File: src/sv/oslr_pkg.sv
// ----------------------------------------------------------------------------
// oslr_pkg - shared types and constants for the sample log ring
// Command codes, register indexes, FSM state type, control/status bundles and
// the fixed-point constants used by the datapath.
// ----------------------------------------------------------------------------
package oslr_pkg;

    // Default log depth (records)
    localparam int DEF_DEPTH = 256;

    // Command codes carried on cmd
    localparam logic [1:0] CMD_PUSH   = 2'd0;
    localparam logic [1:0] CMD_PULL   = 2'd1;
    localparam logic [1:0] CMD_CLEAR  = 2'd2;
    localparam logic [1:0] CMD_STATUS = 2'd3;

    // Configuration register indexes
    localparam logic [1:0] CFG_UNIT_MODE   = 2'd0;
    localparam logic [1:0] CFG_INTERVAL_MS = 2'd1;

    // Temperature unit codes
    localparam logic [1:0] UNIT_KELVIN  = 2'd0;
    localparam logic [1:0] UNIT_CELSIUS = 2'd1;

    // Reset values of the configuration registers
    localparam logic [1:0]  UNIT_RESET     = UNIT_KELVIN;
    localparam logic [31:0] INTERVAL_RESET = 32'd1000;

    // Temperature offsets in hundredths
    localparam logic [31:0] KELVIN_OFS  = 32'd22315;
    localparam logic [31:0] CELSIUS_OFS = 32'd5000;

    // Record layout
    localparam int TIME_W = 17;
    localparam int TEMP_W = 32 - TIME_W;

    // interval / 1000 = (interval >> 3) / 125; the divide by 125 is a
    // multiply by ceil(2^36 / 125) and a shift by 36 (exact for 29-bit input)
    localparam int          DIV_PRE_SHIFT = 3;
    localparam int          DIV_IN_W      = 32 - DIV_PRE_SHIFT;
    localparam int          RECIP_W       = 30;
    localparam logic [29:0] RECIP_125     = 30'd549755814;
    localparam int          RECIP_SHIFT   = 36;
    localparam int          DIV_PROD_W    = DIV_IN_W + RECIP_W;
    localparam int          QUOT_W        = 23;

    // Index of the last byte of a result run
    localparam logic [2:0] LAST_BYTE_IDX = 3'd7;

    // Controller states
    typedef enum logic [2:0] {
        ST_IDLE,
        ST_READ,
        ST_DIV,
        ST_MUL,
        ST_SEND
    } state_t;

    // Controller to datapath commands
    typedef struct packed {
        logic push;       // store record, advance write side
        logic pull;       // read oldest entry, advance read side
        logic clear;      // empty the log
        logic load_pull;  // load pull words from read data
        logic div_step;   // register interval / 1000
        logic load_stat;  // load status words
        logic shift_out;  // a byte transaction completed
    } ctrl_cmd_t;

    // Datapath to controller status
    typedef struct packed {
        logic empty;
    } dp_stat_t;

endpackage

File: src/sv/oslr_ctrl.sv
// ----------------------------------------------------------------------------
// oslr_ctrl - command sequencer for the sample log ring
// Decodes accepted commands, steps the read and arithmetic cycles and counts
// the eight output bytes of a run.
// ----------------------------------------------------------------------------
module oslr_ctrl (
    input  logic                   clk,
    input  logic                   rst_n,
    input  logic                   in_valid,
    output logic                   in_stall,
    input  logic [1:0]             cmd,
    output logic                   out_valid,
    input  logic                   out_stall,
    output logic                   last_byte,
    input  oslr_pkg::dp_stat_t     stat,
    output oslr_pkg::ctrl_cmd_t    ctl
);
    import oslr_pkg::*;

    state_t     state_reg;
    state_t     state_next;
    logic [2:0] byte_cnt_reg;
    logic [2:0] byte_cnt_next;
    logic       in_take;
    logic       out_take;

    assign in_take  = in_valid && (state_reg == ST_IDLE);
    assign out_take = (state_reg == ST_SEND) && !out_stall;

    // State and byte counter registers
    always_ff @(posedge clk or negedge rst_n)
    begin
        if (!rst_n)
        begin
            state_reg    <= ST_IDLE;
            byte_cnt_reg <= '0;
        end
        else
        begin
            state_reg    <= state_next;
            byte_cnt_reg <= byte_cnt_next;
        end
    end

    // Next state
    always_comb
    begin
        state_next    = state_reg;
        byte_cnt_next = byte_cnt_reg;
        case (state_reg)
            ST_IDLE:
            begin
                byte_cnt_next = '0;
                if (in_take)
                begin
                    if (cmd == CMD_PULL && !stat.empty)
                        state_next = ST_READ;
                    else if (cmd == CMD_STATUS)
                        state_next = ST_DIV;
                end
            end
            ST_READ: state_next = ST_SEND;
            ST_DIV:  state_next = ST_MUL;
            ST_MUL:  state_next = ST_SEND;
            ST_SEND:
            begin
                if (out_take)
                begin
                    byte_cnt_next = byte_cnt_reg + 3'd1;
                    if (byte_cnt_reg == LAST_BYTE_IDX)
                        state_next = ST_IDLE;
                end
            end
            default: state_next = ST_IDLE;
        endcase
    end

    // Outputs and datapath commands
    always_comb
    begin
        ctl           = '0;
        in_stall      = (state_reg != ST_IDLE);
        out_valid     = (state_reg == ST_SEND);
        last_byte     = (byte_cnt_reg == LAST_BYTE_IDX);
        case (state_reg)
            ST_IDLE:
            begin
                if (in_take)
                begin
                    ctl.push  = (cmd == CMD_PUSH);
                    ctl.pull  = (cmd == CMD_PULL) && !stat.empty;
                    ctl.clear = (cmd == CMD_CLEAR);
                end
            end
            ST_READ: ctl.load_pull = 1'b1;
            ST_DIV:  ctl.div_step  = 1'b1;
            ST_MUL:  ctl.load_stat = 1'b1;
            ST_SEND: ctl.shift_out = out_take;
            default: ctl = '0;
        endcase
    end

endmodule

File: config.mk
export PLATFORM = sky130hd
export DESIGN_NAME = oslr_ctrl
export DESIGN_NICKNAME = d
export VERILOG_FILES = /design/src/sv/oslr_pkg.sv /design/src/sv/oslr_ctrl.sv
export SDC_FILE = /design/constraint.sdc
export NUM_CORES = 1
export LEC_CHECK = 0
export BUFFER_PORTS_ARGS = -buffer_cell sky130_fd_sc_hd__buf_2
export CAP_MARGIN = 25
export CORE_AREA = 3 3 40 42
export CTS_CLUSTER_DIAMETER = 80
export DETAILED_ROUTE_END_ITERATION = 10
export DIE_AREA = 0 0 43 45
export PLACE_DENSITY = 0.52
export SYNTH_ARGS = -nofsm -noshare
export SYNTH_HDL_FRONTEND = slang
export SYNTH_SLANG_ARGS = --single-unit
File: constraint.sdc
create_clock -name clk -period 1.9 [get_ports clk]
set_input_delay 0.38 -clock clk [delete_from_list [all_inputs] [get_ports clk]]
set_output_delay 0.38 -clock clk [all_outputs]
set_load 0.03 [all_outputs]
Yosys cells after proc, flatten, opt, wreduce, memory -nomap -nowiden
Cells that the tools add are included.
Widths: inputs -> output; s select.
{"block": "totals", "in_bits": 7, "register_bits": 6, "out_inout_bits": 10}
{"block": "classes", "eq_ne": 12, "n_addsub": 1, "n_mux": 14, "n_reduce_logical": 12}
{"cell": "$mux 3", "count": 8}
{"cell": "$pmux 3 s4", "count": 1}
{"cell": "$eq 3x2->1 const B", "count": 2}
{"cell": "$eq 3x3->1 const B", "count": 2}
{"cell": "$pmux 3 s2", "count": 1}
{"cell": "$eq 2x2->1 const B", "count": 2}
{"cell": "$mux 1", "count": 4}
{"cell": "$ne 2x1->1 const B", "count": 2}
{"cell": "$reduce_and 4->1", "count": 1}
{"cell": "$add 3x1->3 const B", "count": 1}
{"cell": "$eq 3x1->1 const B", "count": 1}
{"cell": "$logic_and 1x1->1", "count": 3}
{"cell": "$logic_not 3->1", "count": 1}
{"cell": "$ne 3x1->1 const B", "count": 1}
{"cell": "$reduce_bool 3->1", "count": 1}
{"cell": "$eq 2x1->1 const B", "count": 1}
{"cell": "$logic_not 1->1", "count": 2}
{"cell": "$logic_not 2->1", "count": 1}
{"cell": "$ne 2x2->1 const B", "count": 1}
{"cell": "$reduce_and 2->1", "count": 1}
{"cell": "$reduce_bool 2->1", "count": 1}
{"cell": "$reduce_or 2->1", "count": 1}

Longest topological paths before layout
Gate-level depths: netlist of run 1.
{"block": "logic_depth", "word_depth": 5, "mapped_depth": 4}

Worst setup path before layout of run 1
Ideal clock, no wire load.
{"block": "synth_path", "path_type": "register to output", "from": "register state_reg[1]", "to": "output ctl[5] in the netlist's numbering", "t_required_ps": 1520, "setup_slack_ps": 11, "stages_incl_launch_ff": 4, "arrival_ps": 1509, "path_cell_list": "dfrtp_1 -> buf_6 -> or3_1 -> nor2b_1"}
{"element": "from (decl)", "line_no": "oslr_ctrl.sv:20", "text": "state_t state_reg;"}
{"element": "from (signal assigned)", "line_no": "oslr_ctrl.sv:40", "text": "state_reg <= state_next;"}
{"element": "to (decl)", "line_no": "oslr_ctrl.sv:16", "text": "output oslr_pkg::ctrl_cmd_t ctl"}

==> flow_metrics.env, run 1 <==
export IMPL_status="complete, no violations"
export IMPL_portBuffers=16
export IMPL_utilization_pct=41.4
export IMPL_vias=349
export IMPL_route_detailed_drc=0
export IMPL_grt_max_degree=10
export IMPL_maxSlewHeadroom_pct=79.9
export IMPL_grt_pass1_wl_mm=1.35
export IMPL_die_h_um=45
export IMPL_worstSetupPathType="reg2out"
export IMPL_die_w_um=43
export IMPL_rsz0062_at_grt="true"
export IMPL_htree_levels=1
export IMPL_synth_nets=47
export IMPL_tightest_slew_ns=0.298
export IMPL_via_per_inst=4.72
export IMPL_drt_first_pass_iters=4
export IMPL_ant_nets=0
export IMPL_slowest_stage="or4_4"
export IMPL_nets=70
export IMPL_netlist_area_um2=389
export IMPL_cts_setup_buffers=0
export IMPL_root_buffer="clkbuf_4"
export IMPL_ys_ff_latch=6
export IMPL_clock_fmax_mhz=533
export IMPL_grt_ovfl_total=0
export IMPL_synth_cell_types=23
export IMPL_dr_first_iter_drc_count=12
export IMPL_timing_final_crit_period_ns=1.88
export IMPL_nFillCells=134
export IMPL_cts_tree="yes"
export IMPL_drive_above_1_share_pct=45.8
export IMPL_synthCells=38
export IMPL_yosysWarnings=0
export IMPL_crit_path_start_kind="flip-flop"
export IMPL_gr_usage_all_layers_pct=9.66
export IMPL_path_cells="or4_4 > nor3b_2 > buf_4"
export IMPL_p_per_area_nw_per_um2=1460
export IMPL_avgSynthCellArea_um2=10.2
export IMPL_clock_sinks=6
export IMPL_cts_buffer_depth=2
export IMPL_peakVddDrop_mv=0.574
export IMPL_area_growth_pct=36.7
export IMPL_hp_class="in2reg"
export IMPL_fin_skew_ns=0.00350
export IMPL_hpwlAfterDp_um=644
export IMPL_die_area_um2=1940
export IMPL_avgRoutedWirePerCell_um=11.0
export IMPL_max_cap_violations=0
export IMPL_wirelength_um=816
export IMPL_clkLatencyLatePin_ns=0.24
export IMPL_fin_crit_sh_pct=98.8
export IMPL_diodes=0
export IMPL_tns_ns=0
export IMPL_coreArea_um2=1280
export IMPL_cp_top_family="simple AND/OR/NAND/NOR gates"
export IMPL_grt_pass1_vias=307
export IMPL_slowest_delay_ns=0.55
export IMPL_hold_viol_final=0
export IMPL_setup_viol=0
export IMPL_critPathCaptureType="primary output"
export IMPL_seq_area_frac_synth_pct=38.6
export IMPL_rows=13
export IMPL_crit_buf_inv=1
export IMPL_path_clk_slew_ns=0.04
export IMPL_slew_viol_final=0
export IMPL_critPathArrivalTime_ns=1.50
export IMPL_p_leak_nw=0.297
export IMPL_cp_max_fo=2
export IMPL_worst_ep_required_time_ns=1.52
export IMPL_start_util_pct=30.3
export IMPL_io_pins=17
export IMPL_antenna_found_initial=0
export IMPL_cts_buffers=3
export IMPL_place_gp_congestion=0.707
==> Yosys cell counts <==
| cell type | number | area share, % |
|---|---|---|
| buf_4 | 1 | 1.9 |
| or3_1 | 1 | 1.6 |
| nor3b_1 | 1 | 1.9 |
| inv_1 | 2 | 1.9 |
| nor3b_2 | 1 | 3.2 |
| nor4bb_1 | 1 | 2.6 |
| and3_1 | 1 | 1.6 |
| nand2b_1 | 2 | 3.2 |
| nor3_1 | 2 | 2.6 |
| nor2_1 | 4 | 3.9 |
| nand2_1 | 1 | 0.96 |
| buf_2 | 1 | 1.3 |
| a21bo_2 | 1 | 2.6 |
| o21a_1 | 2 | 3.9 |
| nor4b_2 | 1 | 3.9 |
| a211o_1 | 2 | 4.5 |
| ha_1 | 2 | 6.4 |
| buf_6 | 1 | 2.9 |
| a31oi_1 | 1 | 1.6 |
| dfrtp_1 | 6 | 39 |
| or4_4 | 1 | 2.9 |
| nor2b_1 | 1 | 1.6 |
| a22o_1 | 2 | 4.5 |
==> cell families after synthesis <==
logic type	Yosys count	synth area share [%]
buffers and inverters	5	8.04
AO/OA/AOI/OAI	8	17.0
adder cells (fa/ha/maj)	2	6.43
flip-flops	6	38.6
AND/OR/NAND/NOR	17	29.9
==> routing by layer <==
layer / global-route usage [%] / vias up / wire length, um
met1: 12.1 / 157 / 387
met4: 3.61 / 0 / 0
met3: 5.18 / 0 / 57
met5: 0 / - / 0
met2: 14.1 / 9 / 371
li1: - / 183 / -
==> worst reg2reg max path, delay by kind of cell (launching register included) <==
| family | cells | cell delay, ns |
|---|---|---|
| simple gates | 1 | 0.16 |
| buf+inv | 2 | 0.30 |
| flops | 1 | 0.37 |
| compound gates | 1 | 0.28 |
==> where the power goes <==
group / switching, W / total (W) / leakage [nW] / internal [W]
clock network: 0.0000421 / 0.000113 / 0.0138 / 0.0000712
registers: 0.0000266 / 0.000195 / 0.0806 / 0.000169
logic: 0.000277 / 0.000467 / 0.203 / 0.000190
total: 0.000345 / 0.000775 / 0.297 / 0.000430
==> per-stage QoR <==
step | hold WS (ns) | cell area, um^2 | std cells | power, W | worst slack (ns)
2_1_floorplan | 0.0844 | 389 | 38 | 0.000550 | 0.0110
3_5_place_dp | 0.209 | 494 | 70 | 0.000666 | 0.220
4_1_cts | 0.451 | 529 | 74 | 0.000788 | 0.0175
3_3_place_gp | 0.211 | 494 | 70 | 0.000666 | 0.230
6_report | 0.452 | 532 | 74 | 0.000775 | 0.0221
5_1_grt | 0.478 | 532 | 74 | 0.000839 | -0.0516
==> cells in the final DEF, fill, tap and decap left out, types with 2 or more instances in the layout <==
cell type	instances
buf_4	6
buf_2	14
o21a_1	2
inv_1	2
a211o_1	2
nor3_1	2
a22o_1	2
dfrtp_1	6
nand2b_1	2
clkbuf_4	3
ha_1	2
nor2_1	4
==> timing repair <==
item                       CTS  global route
hold endpoints to repair     6             0
setup endpoints to repair    1             2
hold buffers                 1             0
resized for setup            1             2
pin swaps                    1             0
==> path summary, 6_finish.rpt <==
path / start / end / slack, ns / cells after the start
worst max-delay path: state_reg[1]$_DFFE_PN0P_ / ctl[6] / 0.02 / 3
worst min-delay path: stat / state_reg[0]$_DFFE_PN0P_ / 0.45 / 3
worst max register to register: state_reg[2]$_DFFE_PN0P_ / byte_cnt_reg[0]$_DFFE_PN0P_ / 0.66 / 4
worst min register to register: byte_cnt_reg[1]$_DFFE_PN0P_ / byte_cnt_reg[1]$_DFFE_PN0P_ / 0.50 / 1
max in group asynchronous: rst_n / byte_cnt_reg[1]$_DFFE_PN0P_ / 1.25 / 2
min in group asynchronous: rst_n / state_reg[2]$_DFFE_PN0P_ / 0.51 / 2
==> cell type report <==
class | count | area [um^2] | area share (%)
tap | 15 | 18.8 | 3.53
multi-input combinational | 27 | 208 | 39.1
timing repair buffer | 21 | 125 | 23.5
sequential | 6 | 150 | 28.2
inverter | 2 | 7.51 | 1.41
clock buffer | 3 | 22.5 | 4.24
Power figures use the tool's default switching activity.
==> run 2: changes to the inputs <==
BUFFER_PORTS_ARGS = -buffer_cell sky130_fd_sc_hd__clkbuf_2   (was -buffer_cell sky130_fd_sc_hd__buf_2)
==> flow_metrics.env, run 2 (synthesis gave the netlist of run 1 again) <==
export IMPL_status="complete, no violations"
export IMPL_area_growth_pct=37.6
export IMPL_multiInputGateArea_um2=208
export IMPL_ant_nets=0
export IMPL_coreArea_um2=1280
export IMPL_final_cell_mix="clkbuf_2 (14), dfrtp_1 (6), nor2_1 (4), buf_4 (4), clkbuf_4 (3)"
export IMPL_cts_setup_buffers=0
export IMPL_worstSetupPathType="reg2out"
export IMPL_die_w_um=43
export IMPL_wirelength_um=796
export IMPL_reg2reg_from="state_reg[2]$_DFFE_PN0P_"
export IMPL_grt_ovfl_total=0
export IMPL_place_ws_ns=0.222
export IMPL_cts_tree="yes"
export IMPL_reg2reg_slack_ns=0.66
export IMPL_io_pins=17
export IMPL_rows=13
export IMPL_crit_path_start_kind="flip-flop"
export IMPL_route_detailed_drc=0
export IMPL_max_cap_violations=0
export IMPL_htree_levels=1
export IMPL_clock_fmax_mhz=531
export IMPL_via_per_inst=4.58
export IMPL_die_area_um2=1940
export IMPL_grt_pass1_vias=332
export IMPL_hp_class="in2reg"
export IMPL_critPathCaptureType="primary output"
export IMPL_antenna_found_initial=0
export IMPL_vias=339
export IMPL_whs_ns=0.465
export IMPL_finalNonFillerCells=74
export IMPL_root_buffer="clkbuf_4"
export IMPL_p_leak_nw=0.295
export IMPL_peakVddDrop_mv=0.500
export IMPL_portBuffers=16
export IMPL_min_delay_start="stat"
export IMPL_p_per_area_nw_per_um2=1450
export IMPL_place_inst=70
export IMPL_tightest_slew_ns=0.319
export IMPL_whs_endpoint="state_reg[0]$_DFFE_PN0P_"
export IMPL_nets=70
export IMPL_grt_max_degree=10
export IMPL_worst_ep_required_time_ns=1.52
export IMPL_grt_pass1_wl_mm=1.35
export IMPL_avgRoutedWirePerCell_um=10.8
export IMPL_rr_worst_depth=4
export IMPL_cp_max_fo=2
export IMPL_drt_first_pass_iters=4
export IMPL_maxSlewHeadroom_pct=78.4
export IMPL_setup_viol=0
export IMPL_drive_above_1_share_pct=45.8
export IMPL_clkLatencyLatePin_ns=0.24
export IMPL_hpwlAfterDp_um=647
export IMPL_r2r_end="byte_cnt_reg[0]$_DFFE_PN0P_"
export IMPL_cts_buffers=3
export IMPL_die_h_um=45
export IMPL_fin_ws_ns=0.0164
export IMPL_rsz0062_at_grt="true"
export IMPL_fin_skew_ns=0.00233
export IMPL_timing_final_crit_period_ns=1.88
export IMPL_gr_usage_all_layers_pct=9.99
export IMPL_place_gp_congestion=0.657
export IMPL_fin_crit_sh_pct=99.1
export IMPL_dr_first_iter_drc_count=7
export IMPL_cts_buffer_depth=2
export IMPL_clock_sinks=6
export IMPL_layout_commonest_cell="clkbuf_2"
export IMPL_hold_depth=3
export IMPL_finalPower_w=0.000776
export IMPL_start_util_pct=30.3
export IMPL_path_clk_slew_ns=0.05
export IMPL_hold_viol_final=0
export IMPL_critPathArrivalTime_ns=1.50
export IMPL_nFillCells=128
export IMPL_slew_viol_final=0
export IMPL_register_area_um2=150
export IMPL_diodes=0
==> run 2: area by class of cell <==
| class | instances | share of cell area, % |
|---|---|---|
| multi-input combinational | 27 | 38.8 |
| sequential | 6 | 28.0 |
| timing repair buffer | 21 | 24.1 |
| clock buffer | 3 | 4.21 |
| tap | 15 | 3.50 |
| inverter | 2 | 1.40 |
==> run 2: where the power goes <==
group	switching, W	internal [W]	total, W	leakage, nW
clock network	0.0000462	0.0000715	0.000118	0.0138
registers	0.0000250	0.000168	0.000193	0.0806
logic	0.000275	0.000190	0.000465	0.200
==> run 2: how the worst max path moves through the flow <==
stage / startpoint / end / slack (ns) / cells past startpoint
after floorplan: state_reg[1]$_DFFE_PN0P_ / ctl[5] / 0.01 / 3
after global placement: cmd[0] / ctl[6] / 0.22 / 4
after detailed placement: cmd[0] / ctl[6] / 0.22 / 4
after CTS: state_reg[0]$_DFFE_PN0P_ / ctl[6] / 0.01 / 3
after global routing: state_reg[0]$_DFFE_PN0P_ / ctl[6] / -0.04 / 3
final: state_reg[0]$_DFFE_PN0P_ / ctl[6] / 0.02 / 3
==> run 2: per-stage QoR <==
stage	utilization, %	instance area [um^2]	setup TNS, ns
floorplan	-	389	0
global placement	38.5	494	0
detailed placement	38.5	494	0
CTS	41.7	536	0
global route	41.7	536	-0.0484
finish	41.7	536	0
==> run 2: critical path: stages, from the launching register on <==
cell	delay, ns
dfrtp_1	0.37
or4_4	0.52
nor3b_2	0.19
clkbuf_8	0.18
==> run 2: layer usage <==
layer	vias to the layer above	GRT usage, %	wire length (um)
met5	-	0	0
met4	0	9.04	0
met3	0	3.98	43
met2	6	12.6	366
met1	153	12.8	387
li1	180	-	-
==> run 2: repair_timing <==
action,4_1_cts,5_1_grt
endpoints found under the hold margin,6,0
gates resized for setup,2,1
endpoints found under the setup margin,1,2
gates cloned,0,0
hold buffers,1,0
pin swaps,2,0
